[src/rtl/lav_pkg.sv]
// ----------------------------------------------------------------------------
// lav_pkg
// Shared types, constants and small arithmetic helpers of the look-at
// view matrix unit.
// ----------------------------------------------------------------------------
package lav_pkg;

  localparam int FRAC_BITS_DEF = 16;
  // bit length that the largest magnitude is scaled to before the root
  localparam int NORM_TOP      = 30;
  localparam int SQRT_STEPS    = 31;

  typedef logic signed [63:0] wide_t;
  typedef logic signed [31:0] word_t;
  typedef logic [1:0]         col_t;

  localparam col_t COL_LAST = 2'd3;

  localparam wide_t SAT_HI = 64'sd2147483647;
  localparam wide_t SAT_LO = -64'sd2147483648;

  typedef struct packed {
    word_t [2:0] rgt;
    word_t [2:0] upv;
    word_t [2:0] negf;
    word_t [2:0] trn;
    logic        degen;
  } mat_t;

  function automatic logic [6:0] bitlen64(logic [63:0] v);
    logic [6:0] n;
    n = '0;
    for (int i = 0; i < 64; i++) begin
      if (v[i]) n = 7'(i + 1);
    end
    return n;
  endfunction

  // shift right by frac, rounding half away from zero
  function automatic wide_t round_shift(wide_t v, int frac);
    logic [63:0] m;
    logic [63:0] r;
    m = v[63] ? 64'(-v) : 64'(v);
    r = (m + (64'(1) << (frac - 1))) >> frac;
    return v[63] ? -wide_t'(r) : wide_t'(r);
  endfunction

  function automatic word_t sat32(wide_t v);
    word_t res;
    if (v > SAT_HI) res = word_t'(SAT_HI[31:0]);
    else if (v < SAT_LO) res = word_t'(SAT_LO[31:0]);
    else res = word_t'(v[31:0]);
    return res;
  endfunction

endpackage

[src/rtl/lav_out.sv]
// ----------------------------------------------------------------------------
// lav_out
// Output register: holds one finished matrix and sends it as four
// column transfers.
// ----------------------------------------------------------------------------
module lav_out #(
  parameter int FRAC_BITS = lav_pkg::FRAC_BITS_DEF
) (
  input  logic           clk,
  input  logic           rst,
  input  logic           load_valid,
  input  lav_pkg::mat_t  mat,
  output logic           take,
  output logic           out_valid,
  input  logic           out_ready,
  output lav_pkg::col_t  column,
  output lav_pkg::word_t elem_x,
  output lav_pkg::word_t elem_y,
  output lav_pkg::word_t elem_z,
  output lav_pkg::word_t elem_w,
  output logic           last_column,
  output logic           degenerate
);
  import lav_pkg::*;

  localparam word_t ONE = word_t'(64'(1) << FRAC_BITS);

  logic busy;
  col_t col;
  mat_t held;

  assign take = !busy || (out_ready && col == COL_LAST);

  always_ff @(posedge clk) begin
    if (rst) begin
      busy <= 1'b0;
      col  <= '0;
    end else if (take) begin
      busy <= load_valid;
      col  <= '0;
    end else if (out_ready) begin
      col <= col + 2'd1;
    end
    if (take && load_valid) held <= mat;
  end

  assign out_valid   = busy;
  assign column      = col;
  assign last_column = (col == COL_LAST);
  assign degenerate  = held.degen;

  always_comb begin
    case (col)
      2'd0: begin
        elem_x = held.rgt[0];
        elem_y = held.upv[0];
        elem_z = held.negf[0];
        elem_w = '0;
      end
      2'd1: begin
        elem_x = held.rgt[1];
        elem_y = held.upv[1];
        elem_z = held.negf[1];
        elem_w = '0;
      end
      2'd2: begin
        elem_x = held.rgt[2];
        elem_y = held.upv[2];
        elem_z = held.negf[2];
        elem_w = '0;
      end
      default: begin
        elem_x = held.trn[0];
        elem_y = held.trn[1];
        elem_z = held.trn[2];
        elem_w = ONE;
      end
    endcase
  end

endmodule

[config.mk]
export PLATFORM = sky130hd
export DESIGN_NAME = lav_out
export DESIGN_NICKNAME = d
export VERILOG_FILES = /design/src/rtl/lav_pkg.sv /design/src/rtl/lav_out.sv
export SDC_FILE = /design/constraint.sdc
export NUM_CORES = 1
export LEC_CHECK = 0
export ABC_CLOCK_PERIOD_IN_PS = 10800
export BUFFER_PORTS_ARGS = -buffer_cell sky130_fd_sc_hd__buf_2
export CORE_MARGIN = 2
export CORE_UTILIZATION = 35
export DETAILED_ROUTE_END_ITERATION = 6
export GPL_ROUTABILITY_DRIVEN = 0
export PLACE_DENSITY = 0.66
export SETUP_SLACK_MARGIN = 0.1
export SYNTH_ARGS = -nofsm -noshare
export SYNTH_HDL_FRONTEND = slang
export SYNTH_SLANG_ARGS = --single-unit
[constraint.sdc]
create_clock -name clk -period 10.8 [get_ports clk]
set_input_delay 0.54 -clock clk [delete_from_list [all_inputs] [get_ports clk]]
set_output_delay 0.54 -clock clk [all_outputs]
set_load 0.005 [all_outputs]
## After elaboration in Yosys (flattened, before gate mapping)

Index checks and enable logic that the tools add are counted.

- Muxes and demuxes: 4
- Add/subtract/negate cells: 1
- Reduce and logical (&&, ||, !) cells: 7
- Equal/unequal tests: 3

Operators with widths:

| cell | number |
|---|---|
| $pmux W32 S3 | 3 |
| $mux W17 | 1 |
| $eq A2 B2 Y1 const B | 2 |
| $reduce_or A3 Y1 | 1 |
| $add A2 B1 Y2 const B | 1 |
| $eq A2 B1 Y1 const B | 1 |
| $logic_and A1 B1 Y1 | 2 |
| $logic_not A2 Y1 | 1 |
| $reduce_or A2 Y1 | 1 |
| $logic_not A1 Y1 | 1 |
| $logic_or A1 B1 Y1 | 1 |

- Word-level logic and storage cells: 30
- Flip-flop bits (word level): 388
- Output and inout bits: 134
- Input port bits: 389

## Longest topological paths before layout

- Depth in word-level cells: 4
- Gate-level depth with buffers: 7

## Worst setup path before layout

OpenSTA, ideal clock, no wires.

- Path type: flip-flop to flip-flop
- From: register col[0] (netlist: column[0])
- To: register held (netlist bit degenerate) (enable)
- Setup time: 0.797 ns
- Setup slack: 0.340 ns
- Path buffers: 1
- Cell stages (with the launch flop): 5
- Data arrival time: 9.663 ns
- Period minus slack after synthesis: 10.460 ns
- Cells stage by stage: dfxtp_1 -> ha_1 -> buf_2 -> a21bo_2 -> and2_1

- Word-level cells in the longest chain between the ends: 4

Ends and longest elaborated chain:

| what | RTL line | RTL |
|---|---|---|
| from (decl) | lav_out.sv:29 | `col_t col;` |
| from (signal assigned) | lav_out.sv:42 | `col <= col + 2'd1;` |
| $eq A2 B2 Y1 | n/a |  |
| named net last_column | lav_out.sv:21 | `output logic last_column,` |
| $logic_and A1 B1 Y1 | lav_out.sv:32 | `assign take = !busy \|\| (out_ready && col == COL_LAST);` |
| $logic_or A1 B1 Y1 | lav_out.sv:32 |  |
| named net take | lav_out.sv:13 | `output logic take,` |
| $logic_and A1 B1 Y1 | lav_out.sv:44 | `if (take && load_valid) held <= mat;` |
| to (signal assigned) | lav_out.sv:44 |  |
| to (decl) | lav_out.sv:30 | `mat_t held;` |

The timed path passes the listed nets, and every way through them passes these cells.
A chain may end at the register's enable or synchronous reset.

## Worst setup path in the final report

- From: register col[0] (netlist: column[0])
- To: register held[246] (netlist bit) (enable)

- Word-level cells in the longest chain between the ends: 4

Ends and longest elaborated chain:

| what | RTL line |
|---|---|
| $eq A2 B2 Y1 | lav_out.sv:32 |
| $logic_and A1 B1 Y1 | lav_out.sv:32 |
| $logic_or A1 B1 Y1 | lav_out.sv:32 |
| $logic_and A1 B1 Y1 | lav_out.sv:44 |

No other way between the ends.

==> results.yml <==
final_layout:
  multi_input_area_um2: 2190
  layout.nets: 1654
  regArea_um2: 11600
  finalNonFillerCells: 1833
  nFillCells: 3588
  drive_gt1_share_pct: 43.4
  syn2layout_area_growth_pct: 28.3
drt:
  num_vias: 8846
  dr.pass1.iters: 6
  drt_iter0_drc: 803
  drc: 0
  ant_nets: 0
  routed_via_density: 4.83
  wl_per_cell_um: 19.3
  wl_um: 35400
grt:
  grt_pass1_vias: 9169
  grt_start_max_net_pins: 187
  antenna_found_initial: 15
  grt_use_total_pct: 15.8
  grt_overflow: 0
  grt_pass1_wl_um: 52200
yosys:
  ys_seq_area_share_pct: 79.9
  syn_inst: 767
  ys_types: 16
  avgSynthCellArea_um2: 19.0
  yosysWarnings: 0
  syn-cell-area_um2: 14500
  ys_ff_latch: 388
floorplanning:
  die_y_um: 208
  die-area_um2: 43200
  ios: 523
  core_um2: 40900
  start_util_pct: 35.5
  rows: 74
  die_w_um: 208
pwr:
  ir_worst_vdd_mv: 0.133
  p_leak_nw: 7.31
  p_per_area_nw_per_um2: 178
sta:
  max_freq_ghz: 0.227
  rsz0062_at_grt: "no"
  final.period_utilization_pct: 40.7
  fin_setup_tns_ns: 0
  tightestPinTransition_ns: 1.17
  period_minus_slack_ns: 4.40
  final-setup-viol-count: 0
  fin_skew_ns: 0.0166
  slew_viol_final: 0
  max-slew-margin-rel_pct: 22.3
  finalHoldViolCount: 0
placement:
  io_buffers: 491
  placed_cells: 1751
  dpl.hpwl_um: 23800
clock_tree:
  cts_tree: "built"
  clkTransAtPathRegs_ns: 0.06
  cts_buffers: 40
  cts_resized: 0
  ctsHoldBuffers: 0
  cts_root_buf: "clkbuf_16"
  clock_latency_ns: 0.55
  cts.sinks: 388
  clk_path_buf_depth: 3
  post-cts-setup-buffers: 0
  htree_num_levels: 2
setup_path:
  cp.required_ns: 10.95
  cp_max_fo: 83
  r2r_slack_ns: 6.40
  arrival_ns: 4.55
  cp-start-kind: "flip-flop"
  slowest_delay_ns: 0.85
  crit_path_end_kind: "flip-flop"
  cpMostUsedCell: "buf_4"
  crit_chain: "ha_4 > a21bo_2 > and2_4 > buf_4 > buf_4"
  path_class: "reg -> reg"
  cpMaxStageDelayCell: "and2_4"
status:
  outcome: "complete, no violations"
job:
  cap_violations: 0
min_path:
  hold_class: "in -> reg"
-- layout by cell type (no fill, tap or decap) --
cell          n
a21bo_2       1
a21oi_1       1
a222oi_1     96
and2_4        1
buf_12        1
buf_2       491
buf_4         6
bufinv_16     3
clkbuf_1      7
clkbuf_16    41
clkinv_1      9
clkinv_2      6
clkinv_4      2
clkinvlp_4    2
conb_1       31
dfxtp_1       3
diode_2      10
edfxtp_1    385
ha_4          4
inv_1        99
inv_6         2
mux2i_1      97
nor3_1        2
xnor2_1       1
-- worst paths after layout --
check	from	end	cells past startpoint
min reg2reg	out_valid$_SDFFE_PP0P_	column[0]$_SDFFE_PP0P_	2
max reg2reg	column[0]$_SDFFE_PP0P_	held[246]$_DFFE_PP_	5
max	column[0]$_SDFFE_PP0P_	held[246]$_DFFE_PP_	5
min	mat[368]	held[368]$_DFFE_PP_	1
-- critical path: cells and delay by family (launching register included) --
family | cells | cell delay (ns)
flops | 1 | 0.49
fa+ha+maj | 1 | 0.80
buf+inv | 2 | 1.40
simple gates | 1 | 0.85
compound gates | 1 | 0.31
-- cell type report --
type | count | area share (%)
multi-input cells | 234 | 11.7
diodes | 10 | 0.134
clock buffers | 48 | 5.64
flip-flops and latches | 388 | 62.3
clock inverters | 24 | 1.09
repair buffers | 498 | 13.5
well taps | 532 | 3.57
inverters | 99 | 1.99
-- cell usage after synthesis --
library cell  count  area share (%)
clkbuf_1         12            0.31
conb_1            1           0.026
edfxtp_1        385              80
ha_1              4            0.34
dfxtp_1           3            0.41
xnor2_1           1           0.060
nor3_1            2           0.069
a222oi_1         96             6.6
a21oi_1           1           0.034
buf_2            19            0.65
a21bo_2           1           0.069
inv_1            99             2.6
buf_4            33             1.7
and2_1            1           0.043
buf_6            12            0.93
mux2i_1          97             6.7
-- stage by stage --
stage          hold WS, ns  power (mW)  setup slack, ns  instance area (um2)  util, %
3_5_place_dp         0.617        2.03             6.35                17400     42.4
5_1_grt              0.126        3.44             6.04                18700     45.6
3_3_place_gp         0.610        2.03             6.46                17400     42.4
4_1_cts              0.119        3.36             6.32                18600     45.5
2_1_floorplan        0.551        1.94            0.340                14700        -
6_report             0.162        3.32             6.40                18700     45.6
-- layer usage --
layer  share of wire, %  GRT usage, %
met1                 36          18.2
met2                 49          26.3
met3                 10          5.36
met4                4.0          8.29
met5               0.17             0
-- flip-flops by register name (all words and copies together) (netlist names) --
signal,flops
held,384
column,2
degenerate,1
out_valid,1
-- cells by family after synthesis --
logic type	synth area share, %
flip-flops	79.9
buffers and inverters	6.15
AO/OA/AOI/OAI	6.71
multiplexers	6.68
adder cells (fa/ha/maj)	0.344
AND/OR/NAND/NOR	0.112
other	0.0258
XOR/XNOR	0.0602
-- power breakdown --
group / switching [mW] / internal (mW) / total, mW
logic: 0.116 / 0.103 / 0.218
clock network: 0.553 / 0.768 / 1.32
registers: 0.0216 / 1.76 / 1.78
No activity file was read; power rests on OpenSTA's default activity.
